## src/design/shs_pkg.sv

```systemverilog
// ----------------------------------------------------------------------------
// shs_pkg
// types, constants and round functions of the sha-256 stream hasher
// ----------------------------------------------------------------------------
package shs_pkg;

    localparam int BLOCK_BYTES = 64;
    localparam int WORD_W      = 32;
    localparam int HASH_WORDS  = 8;

    localparam logic [7:0] PAD_BYTE = 8'h80;
    localparam logic [5:0] LEN_POS  = 6'd56;
    localparam logic [5:0] LAST_POS = 6'd63;
    localparam logic [5:0] LAST_RND = 6'd63;

    typedef logic [WORD_W-1:0] t_word;
    typedef logic [HASH_WORDS-1:0][WORD_W-1:0] t_hash;

    // element 0 is h0
    localparam t_hash H_INIT = {
        32'h5be0cd19, 32'h1f83d9ab, 32'h9b05688c, 32'h510e527f,
        32'ha54ff53a, 32'h3c6ef372, 32'hbb67ae85, 32'h6a09e667
    };

    localparam t_word K_TAB [64] = '{
        32'h428a2f98, 32'h71374491, 32'hb5c0fbcf, 32'he9b5dba5,
        32'h3956c25b, 32'h59f111f1, 32'h923f82a4, 32'hab1c5ed5,
        32'hd807aa98, 32'h12835b01, 32'h243185be, 32'h550c7dc3,
        32'h72be5d74, 32'h80deb1fe, 32'h9bdc06a7, 32'hc19bf174,
        32'he49b69c1, 32'hefbe4786, 32'h0fc19dc6, 32'h240ca1cc,
        32'h2de92c6f, 32'h4a7484aa, 32'h5cb0a9dc, 32'h76f988da,
        32'h983e5152, 32'ha831c66d, 32'hb00327c8, 32'hbf597fc7,
        32'hc6e00bf3, 32'hd5a79147, 32'h06ca6351, 32'h14292967,
        32'h27b70a85, 32'h2e1b2138, 32'h4d2c6dfc, 32'h53380d13,
        32'h650a7354, 32'h766a0abb, 32'h81c2c92e, 32'h92722c85,
        32'ha2bfe8a1, 32'ha81a664b, 32'hc24b8b70, 32'hc76c51a3,
        32'hd192e819, 32'hd6990624, 32'hf40e3585, 32'h106aa070,
        32'h19a4c116, 32'h1e376c08, 32'h2748774c, 32'h34b0bcb5,
        32'h391c0cb3, 32'h4ed8aa4a, 32'h5b9cca4f, 32'h682e6ff3,
        32'h748f82ee, 32'h78a5636f, 32'h84c87814, 32'h8cc70208,
        32'h90befffa, 32'ha4506ceb, 32'hbef9a3f7, 32'hc67178f2
    };

    // controls towards the schedule window
    typedef struct packed {
        logic       push;
        logic [7:0] byte_val;
        logic       step;
    } t_sched_ctl;

    // controls towards the round unit
    typedef struct packed {
        logic       start;
        logic       step;
        logic       fold;
        logic       clear;
        logic [5:0] rnd;
    } t_round_ctl;

    function automatic t_word ror32(input t_word x, input int unsigned n);
        return (x >> n) | (x << (WORD_W - n));
    endfunction

    function automatic t_word big_s0(input t_word x);
        return ror32(x, 2) ^ ror32(x, 13) ^ ror32(x, 22);
    endfunction

    function automatic t_word big_s1(input t_word x);
        return ror32(x, 6) ^ ror32(x, 11) ^ ror32(x, 25);
    endfunction

    function automatic t_word small_s0(input t_word x);
        return ror32(x, 7) ^ ror32(x, 18) ^ (x >> 3);
    endfunction

    function automatic t_word small_s1(input t_word x);
        return ror32(x, 17) ^ ror32(x, 19) ^ (x >> 10);
    endfunction

endpackage

```

## src/design/sha256_stream_hasher.sv

```systemverilog
// input: a byte that does not complete a block is taken without a stall; a byte that
//   completes a block stalls the input through the 64 rounds of the one round unit
//   and the fold of the hash words that follows them
// end of message: the padding bytes (9 to 72 bytes) are pushed and each block is compressed,
//   then four digest transactions follow at one a cycle when downstream does not stall
// reset: synchronous, active low; hash words return to the initial values, no clearing pass
// ----------------------------------------------------------------------------
// sha256_stream_hasher
// byte-serial sha-256 with one shared round unit under a small sequencer
// ----------------------------------------------------------------------------
module sha256_stream_hasher import shs_pkg::*; (
    input  logic        i_clk,
    input  logic        i_rst_n,
    // message byte channel
    input  logic        i_valid,
    output logic        o_stall,
    input  logic [7:0]  i_byte_value,
    input  logic        i_byte_valid,
    input  logic        i_end_of_message,
    // digest channel
    output logic        o_valid,
    input  logic        i_stall,
    output logic [63:0] o_digest_part,
    output logic [1:0]  o_part_index,
    output logic        o_last_part,
    output logic        o_length_overflow
);

    // sequencer states
    localparam logic [2:0] S_IDLE  = 3'd0;  // taking bytes
    localparam logic [2:0] S_ROUND = 3'd1;  // 64 compression rounds
    localparam logic [2:0] S_FOLD  = 3'd2;  // add working words into the hash
    localparam logic [2:0] S_PAD   = 3'd3;  // feeding padding and length bytes
    localparam logic [2:0] S_OUT   = 3'd4;  // presenting the digest

    localparam int CNT_W = 61;  // byte count; bit length is this shifted by three

    logic [2:0]       r_state, n_state;
    logic [5:0]       r_fill, n_fill;
    logic [CNT_W-1:0] r_byte_cnt, n_byte_cnt;
    logic             r_ovf, n_ovf;
    logic             r_pad, n_pad;          // padding still owed after this block
    logic             r_sent80, n_sent80;    // end marker byte already pushed
    logic             r_len_mode, n_len_mode;
    logic [2:0]       r_len_cnt, n_len_cnt;
    logic [63:0]      r_len_sr, n_len_sr;    // length bytes, most significant first
    logic             r_final, n_final;      // current block is the last one
    logic [5:0]       r_rnd, n_rnd;
    logic [1:0]       r_part, n_part;

    t_sched_ctl w_sched_ctl;
    t_round_ctl w_round_ctl;
    t_word      w_word;
    t_hash      w_hash;
    logic [2:0] w_hash_idx;

    shs_sched u_sched (
        .i_clk  (i_clk),
        .i_ctl  (w_sched_ctl),
        .o_word (w_word)
    );

    shs_round u_round (
        .i_clk   (i_clk),
        .i_rst_n (i_rst_n),
        .i_ctl   (w_round_ctl),
        .i_word  (w_word),
        .o_hash  (w_hash)
    );

    always_comb begin
        n_state    = r_state;
        n_fill     = r_fill;
        n_byte_cnt = r_byte_cnt;
        n_ovf      = r_ovf;
        n_pad      = r_pad;
        n_sent80   = r_sent80;
        n_len_mode = r_len_mode;
        n_len_cnt  = r_len_cnt;
        n_len_sr   = r_len_sr;
        n_final    = r_final;
        n_rnd      = r_rnd;
        n_part     = r_part;

        w_sched_ctl = '0;
        w_round_ctl = '0;
        w_round_ctl.rnd = r_rnd;

        case (r_state)
            S_IDLE: begin
                if (i_valid) begin
                    if (i_byte_valid) begin
                        // a byte that would carry the bit length past 64 bits is dropped
                        if (&r_byte_cnt) begin
                            n_ovf = 1'b1;
                        end else begin
                            n_byte_cnt           = r_byte_cnt + 1'b1;
                            w_sched_ctl.push     = 1'b1;
                            w_sched_ctl.byte_val = i_byte_value;
                        end
                    end
                    if (i_end_of_message) begin
                        n_pad      = 1'b1;
                        n_sent80   = 1'b0;
                        n_len_mode = 1'b0;
                        n_len_cnt  = '0;
                        n_len_sr   = {n_byte_cnt, 3'b000};
                    end
                    if (w_sched_ctl.push && r_fill == LAST_POS) begin
                        w_round_ctl.start = 1'b1;
                        n_rnd             = '0;
                        n_state           = S_ROUND;
                    end else if (i_end_of_message) begin
                        n_state = S_PAD;
                    end
                end
            end
            S_ROUND: begin
                w_sched_ctl.step = 1'b1;
                w_round_ctl.step = 1'b1;
                n_rnd            = r_rnd + 1'b1;
                if (r_rnd == LAST_RND) begin
                    n_state = S_FOLD;
                end
            end
            S_FOLD: begin
                w_round_ctl.fold = 1'b1;
                if (r_final) begin
                    n_part  = '0;
                    n_state = S_OUT;
                end else if (r_pad) begin
                    n_state = S_PAD;
                end else begin
                    n_state = S_IDLE;
                end
            end
            S_PAD: begin
                w_sched_ctl.push = 1'b1;
                if (!r_sent80) begin
                    w_sched_ctl.byte_val = PAD_BYTE;
                    n_sent80             = 1'b1;
                end else if (r_len_mode || r_fill == LEN_POS) begin
                    w_sched_ctl.byte_val = r_len_sr[63:56];
                    n_len_sr             = {r_len_sr[55:0], 8'h00};
                    n_len_mode           = 1'b1;
                    n_len_cnt            = r_len_cnt + 1'b1;
                    if (&r_len_cnt) begin
                        n_final = 1'b1;
                        n_pad   = 1'b0;
                    end
                end else begin
                    w_sched_ctl.byte_val = 8'h00;
                end
                if (r_fill == LAST_POS) begin
                    w_round_ctl.start = 1'b1;
                    n_rnd             = '0;
                    n_state           = S_ROUND;
                end
            end
            S_OUT: begin
                if (!i_stall) begin
                    n_part = r_part + 1'b1;
                    if (&r_part) begin
                        // back to the reset state for the next message
                        w_round_ctl.clear = 1'b1;
                        n_fill            = '0;
                        n_byte_cnt        = '0;
                        n_ovf             = 1'b0;
                        n_pad             = 1'b0;
                        n_final           = 1'b0;
                        n_state           = S_IDLE;
                    end
                end
            end
            default: begin
                n_state = S_IDLE;
            end
        endcase

        // fill count wraps to zero as a block completes
        if (w_sched_ctl.push) begin
            n_fill = r_fill + 1'b1;
        end
    end

    always_ff @(posedge i_clk) begin
        if (!i_rst_n) begin
            r_state    <= S_IDLE;
            r_fill     <= '0;
            r_byte_cnt <= '0;
            r_ovf      <= 1'b0;
            r_pad      <= 1'b0;
            r_sent80   <= 1'b0;
            r_len_mode <= 1'b0;
            r_len_cnt  <= '0;
            r_final    <= 1'b0;
            r_rnd      <= '0;
            r_part     <= '0;
        end else begin
            r_state    <= n_state;
            r_fill     <= n_fill;
            r_byte_cnt <= n_byte_cnt;
            r_ovf      <= n_ovf;
            r_pad      <= n_pad;
            r_sent80   <= n_sent80;
            r_len_mode <= n_len_mode;
            r_len_cnt  <= n_len_cnt;
            r_final    <= n_final;
            r_rnd      <= n_rnd;
            r_part     <= n_part;
        end
        r_len_sr <= n_len_sr;
    end

    // digest transaction: hash words 2k and 2k+1, the hash holds still while shown
    assign w_hash_idx        = {r_part, 1'b0};
    assign o_stall           = (r_state != S_IDLE);
    assign o_valid           = (r_state == S_OUT);
    assign o_digest_part     = {w_hash[w_hash_idx], w_hash[w_hash_idx + 3'd1]};
    assign o_part_index      = r_part;
    assign o_last_part       = (r_part == 2'd3);
    assign o_length_overflow = r_ovf;

endmodule

```

## src/design/shs_sched.sv

```systemverilog
// ----------------------------------------------------------------------------
// shs_sched
// block buffer that doubles as the sliding 16-word message schedule window
// ----------------------------------------------------------------------------
module shs_sched import shs_pkg::*; (
    input  logic       i_clk,
    input  t_sched_ctl i_ctl,
    output t_word      o_word
);

    localparam int BLK_W = BLOCK_BYTES * 8;

    logic [BLK_W-1:0] r_blk;
    logic [BLK_W-1:0] n_blk;
    t_word            w0;
    t_word            w1;
    t_word            w9;
    t_word            w14;
    t_word            w_new;

    // word t of the window sits at the top end, big-endian byte order
    assign w0  = r_blk[BLK_W-1            -: WORD_W];
    assign w1  = r_blk[BLK_W-1-WORD_W     -: WORD_W];
    assign w9  = r_blk[BLK_W-1-WORD_W*9   -: WORD_W];
    assign w14 = r_blk[BLK_W-1-WORD_W*14  -: WORD_W];

    assign w_new  = w0 + small_s0(w1) + w9 + small_s1(w14);
    assign o_word = w0;

    always_comb begin
        n_blk = r_blk;
        if (i_ctl.step) begin
            n_blk = {r_blk[BLK_W-WORD_W-1:0], w_new};
        end else if (i_ctl.push) begin
            n_blk = {r_blk[BLK_W-9:0], i_ctl.byte_val};
        end
    end

    always_ff @(posedge i_clk) begin
        r_blk <= n_blk;
    end

endmodule

```

## src/design/shs_round.sv

```systemverilog
// ----------------------------------------------------------------------------
// shs_round
// shared compression round unit with working and hash registers
// ----------------------------------------------------------------------------
module shs_round import shs_pkg::*; (
    input  logic       i_clk,
    input  logic       i_rst_n,
    input  t_round_ctl i_ctl,
    input  t_word      i_word,
    output t_hash      o_hash
);

    t_hash r_hash;
    t_hash n_hash;
    t_hash r_work;
    t_hash n_work;
    t_word t1;
    t_word t2;
    t_word ch;
    t_word maj;

    assign ch  = (r_work[4] & r_work[5]) ^ (~r_work[4] & r_work[6]);
    assign maj = (r_work[0] & r_work[1]) ^ (r_work[0] & r_work[2]) ^ (r_work[1] & r_work[2]);
    assign t1  = r_work[7] + big_s1(r_work[4]) + ch + K_TAB[i_ctl.rnd] + i_word;
    assign t2  = big_s0(r_work[0]) + maj;

    always_comb begin
        n_work = r_work;
        if (i_ctl.start) begin
            n_work = r_hash;
        end else if (i_ctl.step) begin
            n_work = {r_work[6], r_work[5], r_work[4], r_work[3] + t1,
                      r_work[2], r_work[1], r_work[0], t1 + t2};
        end
    end

    always_comb begin
        n_hash = r_hash;
        if (i_ctl.clear) begin
            n_hash = H_INIT;
        end else if (i_ctl.fold) begin
            for (int i = 0; i < HASH_WORDS; i++) begin
                n_hash[i] = r_hash[i] + r_work[i];
            end
        end
    end

    always_ff @(posedge i_clk) begin
        if (!i_rst_n) begin
            r_hash <= H_INIT;
        end else begin
            r_hash <= n_hash;
        end
        r_work <= n_work;
    end

    assign o_hash = r_hash;

endmodule

```

## config.mk

```make
export PLATFORM = sky130hd
export DESIGN_NAME = sha256_stream_hasher
export DESIGN_NICKNAME = d
export VERILOG_FILES = /design/src/design/shs_pkg.sv /design/src/design/sha256_stream_hasher.sv /design/src/design/shs_sched.sv /design/src/design/shs_round.sv
export SDC_FILE = /design/constraint.sdc
export NUM_CORES = 2
export LEC_CHECK = 0
export BUFFER_PORTS_ARGS = -buffer_cell sky130_fd_sc_hd__buf_2
export CELL_PAD_IN_SITES_DETAIL_PLACEMENT = 0
export CELL_PAD_IN_SITES_GLOBAL_PLACEMENT = 1
export CORE_ASPECT_RATIO = 0.9
export CORE_MARGIN = 5
export CORE_UTILIZATION = 42
export DETAILED_ROUTE_END_ITERATION = 10
export GPL_ROUTABILITY_DRIVEN = 0
export GPL_TIMING_DRIVEN = 0
export PLACE_DENSITY_LB_ADDON = 0.2
export SETUP_SLACK_MARGIN = 0.5
export SYNTH_ARGS = -nofsm -noshare
export SYNTH_HDL_FRONTEND = slang
export SYNTH_SLANG_ARGS = --single-unit
```

## constraint.sdc

```tcl
create_clock -name i_clk -period 17.1 [get_ports i_clk]
set_input_delay 0.855 -clock i_clk [delete_from_list [all_inputs] [get_ports i_clk]]
set_output_delay 0.855 -clock i_clk [all_outputs]
set_load 0.02 [all_outputs]
```

== After elaboration in Yosys (flattened, before gate mapping) ==
Memories as Yosys holds them, arrays and structs flattened.
Cells that the tools add are included.

* Bitwise gates (word level): 29
* Magnitude comparators: 3
* Equal/unequal tests: 23
* Reduce and logical (&&, ||, !) cells: 28
* Mux-type cells: 86
* Add/sub/neg operators: 24

{| class="wikitable"
|+ Operators by type and width
! cell !! count
|-
| $mux W512 || 2
|-
| $add A32 B32 Y32 || 18
|-
| $mux W256 || 2
|-
| $mux W61 || 5
|-
| $xor A32 B32 Y32 || 9
|-
| $mux W64 || 4
|-
| $and A32 B32 Y32 || 5
|-
| $mux W32 || 4
|-
| $pmux W64 S2 || 1
|-
| $pmux W61 S2 || 1
|-
| $bmux W32 S3 || 1
|-
| $bmux W32 S2 || 1
|-
| $add A61 B1 Y61 const B || 1
|-
| $reduce_and A61 Y1 || 1
|-
| $mux W9 || 5
|-
| $mux W6 || 7
|-
| $mux W3 || 12
|-
| $not A32 Y32 || 1
|-
| $or A10 B32 Y32 || 1
|-
| $or A13 B32 Y32 || 1
|-
| $or A14 B32 Y32 || 1
|-
| $or A15 B32 Y32 || 1
|-
| $or A19 B32 Y32 || 1
|-
| $or A21 B32 Y32 || 1
|-
| other kinds (43) || 107
|}

* Input port bits: 14
* Output and inout port bits: 70
* Memories kept: 1
* Register bits after elaboration: 1,174
* Bits in read-only memories: 2,048

{| class="wikitable"
|+ Memory list
! memory !! words !! bits a word !! read ports !! clocked after Yosys merged registers in !! write ports !! line !! source
|-
| (no name shown) || 64 || 32 || 1 || 0 || 0 || shs_round.sv:24 || <nowiki>assign t1 = r_work[7] + big_s1(r_work[4]) + ch + K_TAB[i_ctl.rnd] + i_word;</nowiki>
|}

== Depth between registers and ports, before layout ==
* Word-level depth: 10
* Mapped depth: 42
* Mapped depth without buffers: 40

== Modules after synthesis ==
From an unflattened synthesis, not the netlist that was laid out.

* Cell total of the unflattened synthesis: 7,776
* Area, all modules: 79,687.7 sq um

{| class="wikitable"
|+ Modules (own cells, without submodules)
! module !! cells an instance !! times used !! area an instance (sq um)
|-
| shs_round || 4,984 || 1 || 43,817.0
|-
| shs_sched || 1,721 || 1 || 25,917.4
|-
| sha256_stream_hasher || 1,071 || 1 || 9,953.3
|}

== Least setup slack after synthesis ==
OpenSTA, ideal clock, no wires.

* Kind: register to register
* Start: register r_byte_cnt[0]
* End: register u_sched.r_blk[0] (enable)
* Path slack: 3,410 ps
* Cell stages (with the launch flop): 8
* Setup time: 3,660 ps
* Data arrival time: 10,031 ps
* Buffers on the path: 0
* Cells stage by stage: dfxtp_1 -> ha_1 -> and2_1 -> nand4_1 -> or3_1 -> o41a_1 -> nand2_1 -> nand2_1

* Cells in the longest elaborated chain, start to end: 8

{| class="wikitable"
|+ Ends and longest elaborated chain
! element !! line !! source
|-
| start: declaration || sha256_stream_hasher.sv:40 || <nowiki>logic [CNT_W-1:0] r_byte_cnt, n_byte_cnt;</nowiki>
|-
| start signal: assignment || sha256_stream_hasher.sv:202 || <nowiki>r_byte_cnt <= n_byte_cnt;</nowiki>
|-
| $reduce_and A61 Y1 || sha256_stream_hasher.sv:94 || <nowiki>if (&r_byte_cnt) begin</nowiki>
|-
| $mux W9 || sha256_stream_hasher.sv:94 ||
|-
| $mux W9 || sha256_stream_hasher.sv:92 || <nowiki>if (i_byte_valid) begin</nowiki>
|-
| $mux W9 || sha256_stream_hasher.sv:91 || <nowiki>if (i_valid) begin</nowiki>
|-
| $mux W9 || sha256_stream_hasher.sv:89 || <nowiki>case (r_state)</nowiki>
|-
| $mux W9 || sha256_stream_hasher.sv:91 ||
|-
| $pmux W9 S2 || sha256_stream_hasher.sv:89 ||
|-
| $reduce_bool A2 Y1 (no line) || - ||
|-
| end signal: assignment || shs_sched.sv:40 || <nowiki>r_blk <= n_blk;</nowiki>
|-
| end: declaration || shs_sched.sv:13 || <nowiki>logic [BLK_W-1:0] r_blk;</nowiki>
|}

No other way between the ends. The select of a mux whose other input is x is not followed.
A chain may end at the register's enable or synchronous reset.

==> metrics.txt <==
post-synthesis adder-cell area fraction=0.118; layout cells sized above 1=0.0595; path type of the worst min-delay path=in -> reg; period utilisation layout=0.699; Critical Path Fanout Max=14; Post-synth EDFFs=a little over 800; Synth area leaders=edfxtp_1 32%, nand2_1 13%, dfxtp_1 8.9%; fmax=around 84 MHz; slew margin rel.=-0.0754; die width=462 um; Hold Buf Count CTS=0; FP Rows=between 100 and 150; slowest stage delay, CP=between 0.7 and 0.8 ns; Most used DFF post-synth=edfxtp_1; vias in the first global route=~63000; most frequent cell after synthesis=nand2_1; Synth Area in XOR/XNOR=0.0702; post-route cell area=about 86000 um^2; post-synthesis register bit count=1171; initial core utilization=0.422; yosys warns=0; die area=192000 um^2; total routed wirelength=slightly above 300000 um; clock-pin slew on the worst setup and hold paths=0.06 ns; syn_nets=slightly above 9000; Syn Std Cell Area=between 70000 and 80000 um^2; via/cell ratio=5.93; largest family of logic cells by synthesized area=simple AND/OR/NAND/NOR gates; setup tns final=0 ns; Crit Path Class=reg -> reg; Max stage delay cell, worst path=clkinv_1; sequential area share after synthesis=0.411; Skew-Pair Late Insertion Delay=between 0.8 and 0.9 ns; synthesized netlist cell count=between 8000 and 9000; # DRC=122; Overflow after GRT=0; crit path DAT=about 13 ns; R2R setup slack=about 5.1 ns; Yosys top cell by area=edfxtp_1; final max-slew violation count=50; Setup Fix Bufs, Post-CTS=0; Netlist cell types=approximately 100; Async SR Flop Fraction=0; CP endpoint kind=register; multiplexer share of the synthesized area=0.0283; area growth from synthesis to final layout=11.1%; Startpoint Class=register; GRT Util Overall=0.313; H-Tree Depth=4; Top Ports=between 80 and 90; Root Driver=clkbuf_16; final hold vios=0; hold path depth=2; antenna violations before repair=18; Port Buffers=83; Reg2Reg Depth=38; wire length per cell=~27 um; status=finished, violations left; Inserted Clock Buffers=140; fraction of the mapped netlist area in compound gates=0.138; reg-to-reg critical path endpoint=u_round.r_work[31]$_DFFE_PP_; max-cap violations=7; Final min period=between 10 and 15 ns; via count=~68000; Min Hold Slack=0.436 ns; area post-placement=between 80000 and 90000 um^2; largest net degree at the start of global routing=between 70 and 80; top post-synthesis cells by count=2668 x nand2_1, 829 x edfxtp_1, 525 x a21oi_1; share of the synthesized area in the top cell type=0.322; clock tree buffer depth=3; crit-path most repeated cell=inv_1; Detail Placement HPWL=about 240000 um; clock skew=about 0.034 ns; Post-Syn Area per Cell=between 8 and 9 um^2; initial DRC count=between 9000 and 10000; RSZ-0062 raised after global routing=false; clk sinks=between 1000 and 1500; Die H=between 400 and 500 um; Req. time, crit path=~18 ns; final net count=9511; Hold Crit Start=i_byte_value[2]; final setup violating endpoints=0; Reg-to-Reg Start=r_rnd[1]$_SDFFE_PN0P_; Initial DRT Pass Iterations=11; CTS tree=done; CORE AREA=~180000 um^2; Hold EP=u_sched.r_blk[2]$_DFFE_PP_; Resize count post-CTS=0; Worst-Margin Slew=~1.6 ns; simple-gate share of the synthesized area=0.195; number of routed nets with antenna violations=0; violated checks=design-rule violations, max-capacitance violations, max-slew violations; first-pass GRT wire length=438000 um
worst max-delay path: cells and delay by family (launching register included):
kind | cells | cell delay, ns
AND/OR/NAND/NOR | 6 | 1.63
adder cells (fa/ha/maj) | 7 | 3.31
buffers and inverters | 7 | 1.67
flip-flops | 1 | 0.56
AO/OA/AOI/OAI | 16 | 3.86
XOR/XNOR | 2 | 0.74
state kept, by name, summed over array words and instances (netlist names), 6 cells and up:
register        flops
r_rnd               6
r_fill              6
u_round.r_work    256
r_len_sr           61
u_round.o_hash    256
r_byte_cnt         61
u_sched.r_blk     512
metal layers:
layer / track usage / part of all wire / vias up
li1: - / - / 30408
met1: 0.464 / 0.44 / 32853
met2: 0.428 / 0.40 / 3865
met3: 0.0900 / 0.12 / 715
met4: 0.116 / 0.044 / 16
met5: 0.00555 / 0.00083 / -
logic make-up (layout without fill, tap and decap cells):
group	Yosys count	after routing
AO/OA/AOI/OAI	1709	1709
AND/OR/NAND/NOR	3642	3642
other	0	3
buffers and inverters	780	1138
multiplexers	126	126
flip-flops	1171	1171
XOR/XNOR	616	616
adder cells (fa/ha/maj)	616	616
cell usage in the layout, fill, tap and decap left out, drive strengths merged, types with 62 or more instances in the layout:
cell	count
a21o	155
a21oi	525
a31oi	62
buf	179
clkbuf	623
dfxtp	342
edfxtp	829
fa	195
ha	399
inv	290
mux4	71
nand2	2668
nand2b	63
nand3	125
nor2	413
nor3	97
o211ai	111
o21a	65
o21ai	430
xnor2	415
xor2	199
final cells by class:
type | instances | area (um^2)
antenna | 3 | 7.51
buffer | 492 | 1940
clock buffer | 209 | 4140
clock inverter | 48 | 470
fill | 17863 | 97300
inverter | 288 | 1080
multi-input combinational | 6709 | 42500
sequential | 1171 | 31700
tap | 2416 | 3020
timing repair buffer | 101 | 860
per-stage QoR:
stage,setup WS [ns],util,std cells
2_1_floorplan,3.41,-,8660
3_3_place_gp,-2.77,0.440,11159
3_5_place_dp,5.89,0.443,11177
4_1_cts,5.79,0.468,11434
5_1_grt,5.13,0.468,11434
6_report,5.15,0.468,11437
worst max path at each step:
stage | from | to | slack (ns) | cells past startpoint
floorplan | r_byte_cnt[0]$_SDFFE_PN0P_ | u_sched.r_blk[0]$_DFFE_PP_ | 3.41 | 7
global placement | r_byte_cnt[3]$_SDFFE_PN0P_ | u_sched.r_blk[129]$_DFFE_PP_ | -2.77 | 6
detailed placement | r_rnd[1]$_SDFFE_PN0P_ | u_round.r_work[31]$_DFFE_PP_ | 5.89 | 36
CTS | r_rnd[1]$_SDFFE_PN0P_ | u_round.r_work[31]$_DFFE_PP_ | 5.79 | 36
global route | r_rnd[1]$_SDFFE_PN0P_ | u_round.r_work[31]$_DFFE_PP_ | 5.13 | 38
finish | r_rnd[1]$_SDFFE_PN0P_ | u_round.r_work[31]$_DFFE_PP_ | 5.15 | 38
Power is left out: the tool's default activity adds up to more than one toggle a clock period on the data nets, which glitch-free logic cannot reach.
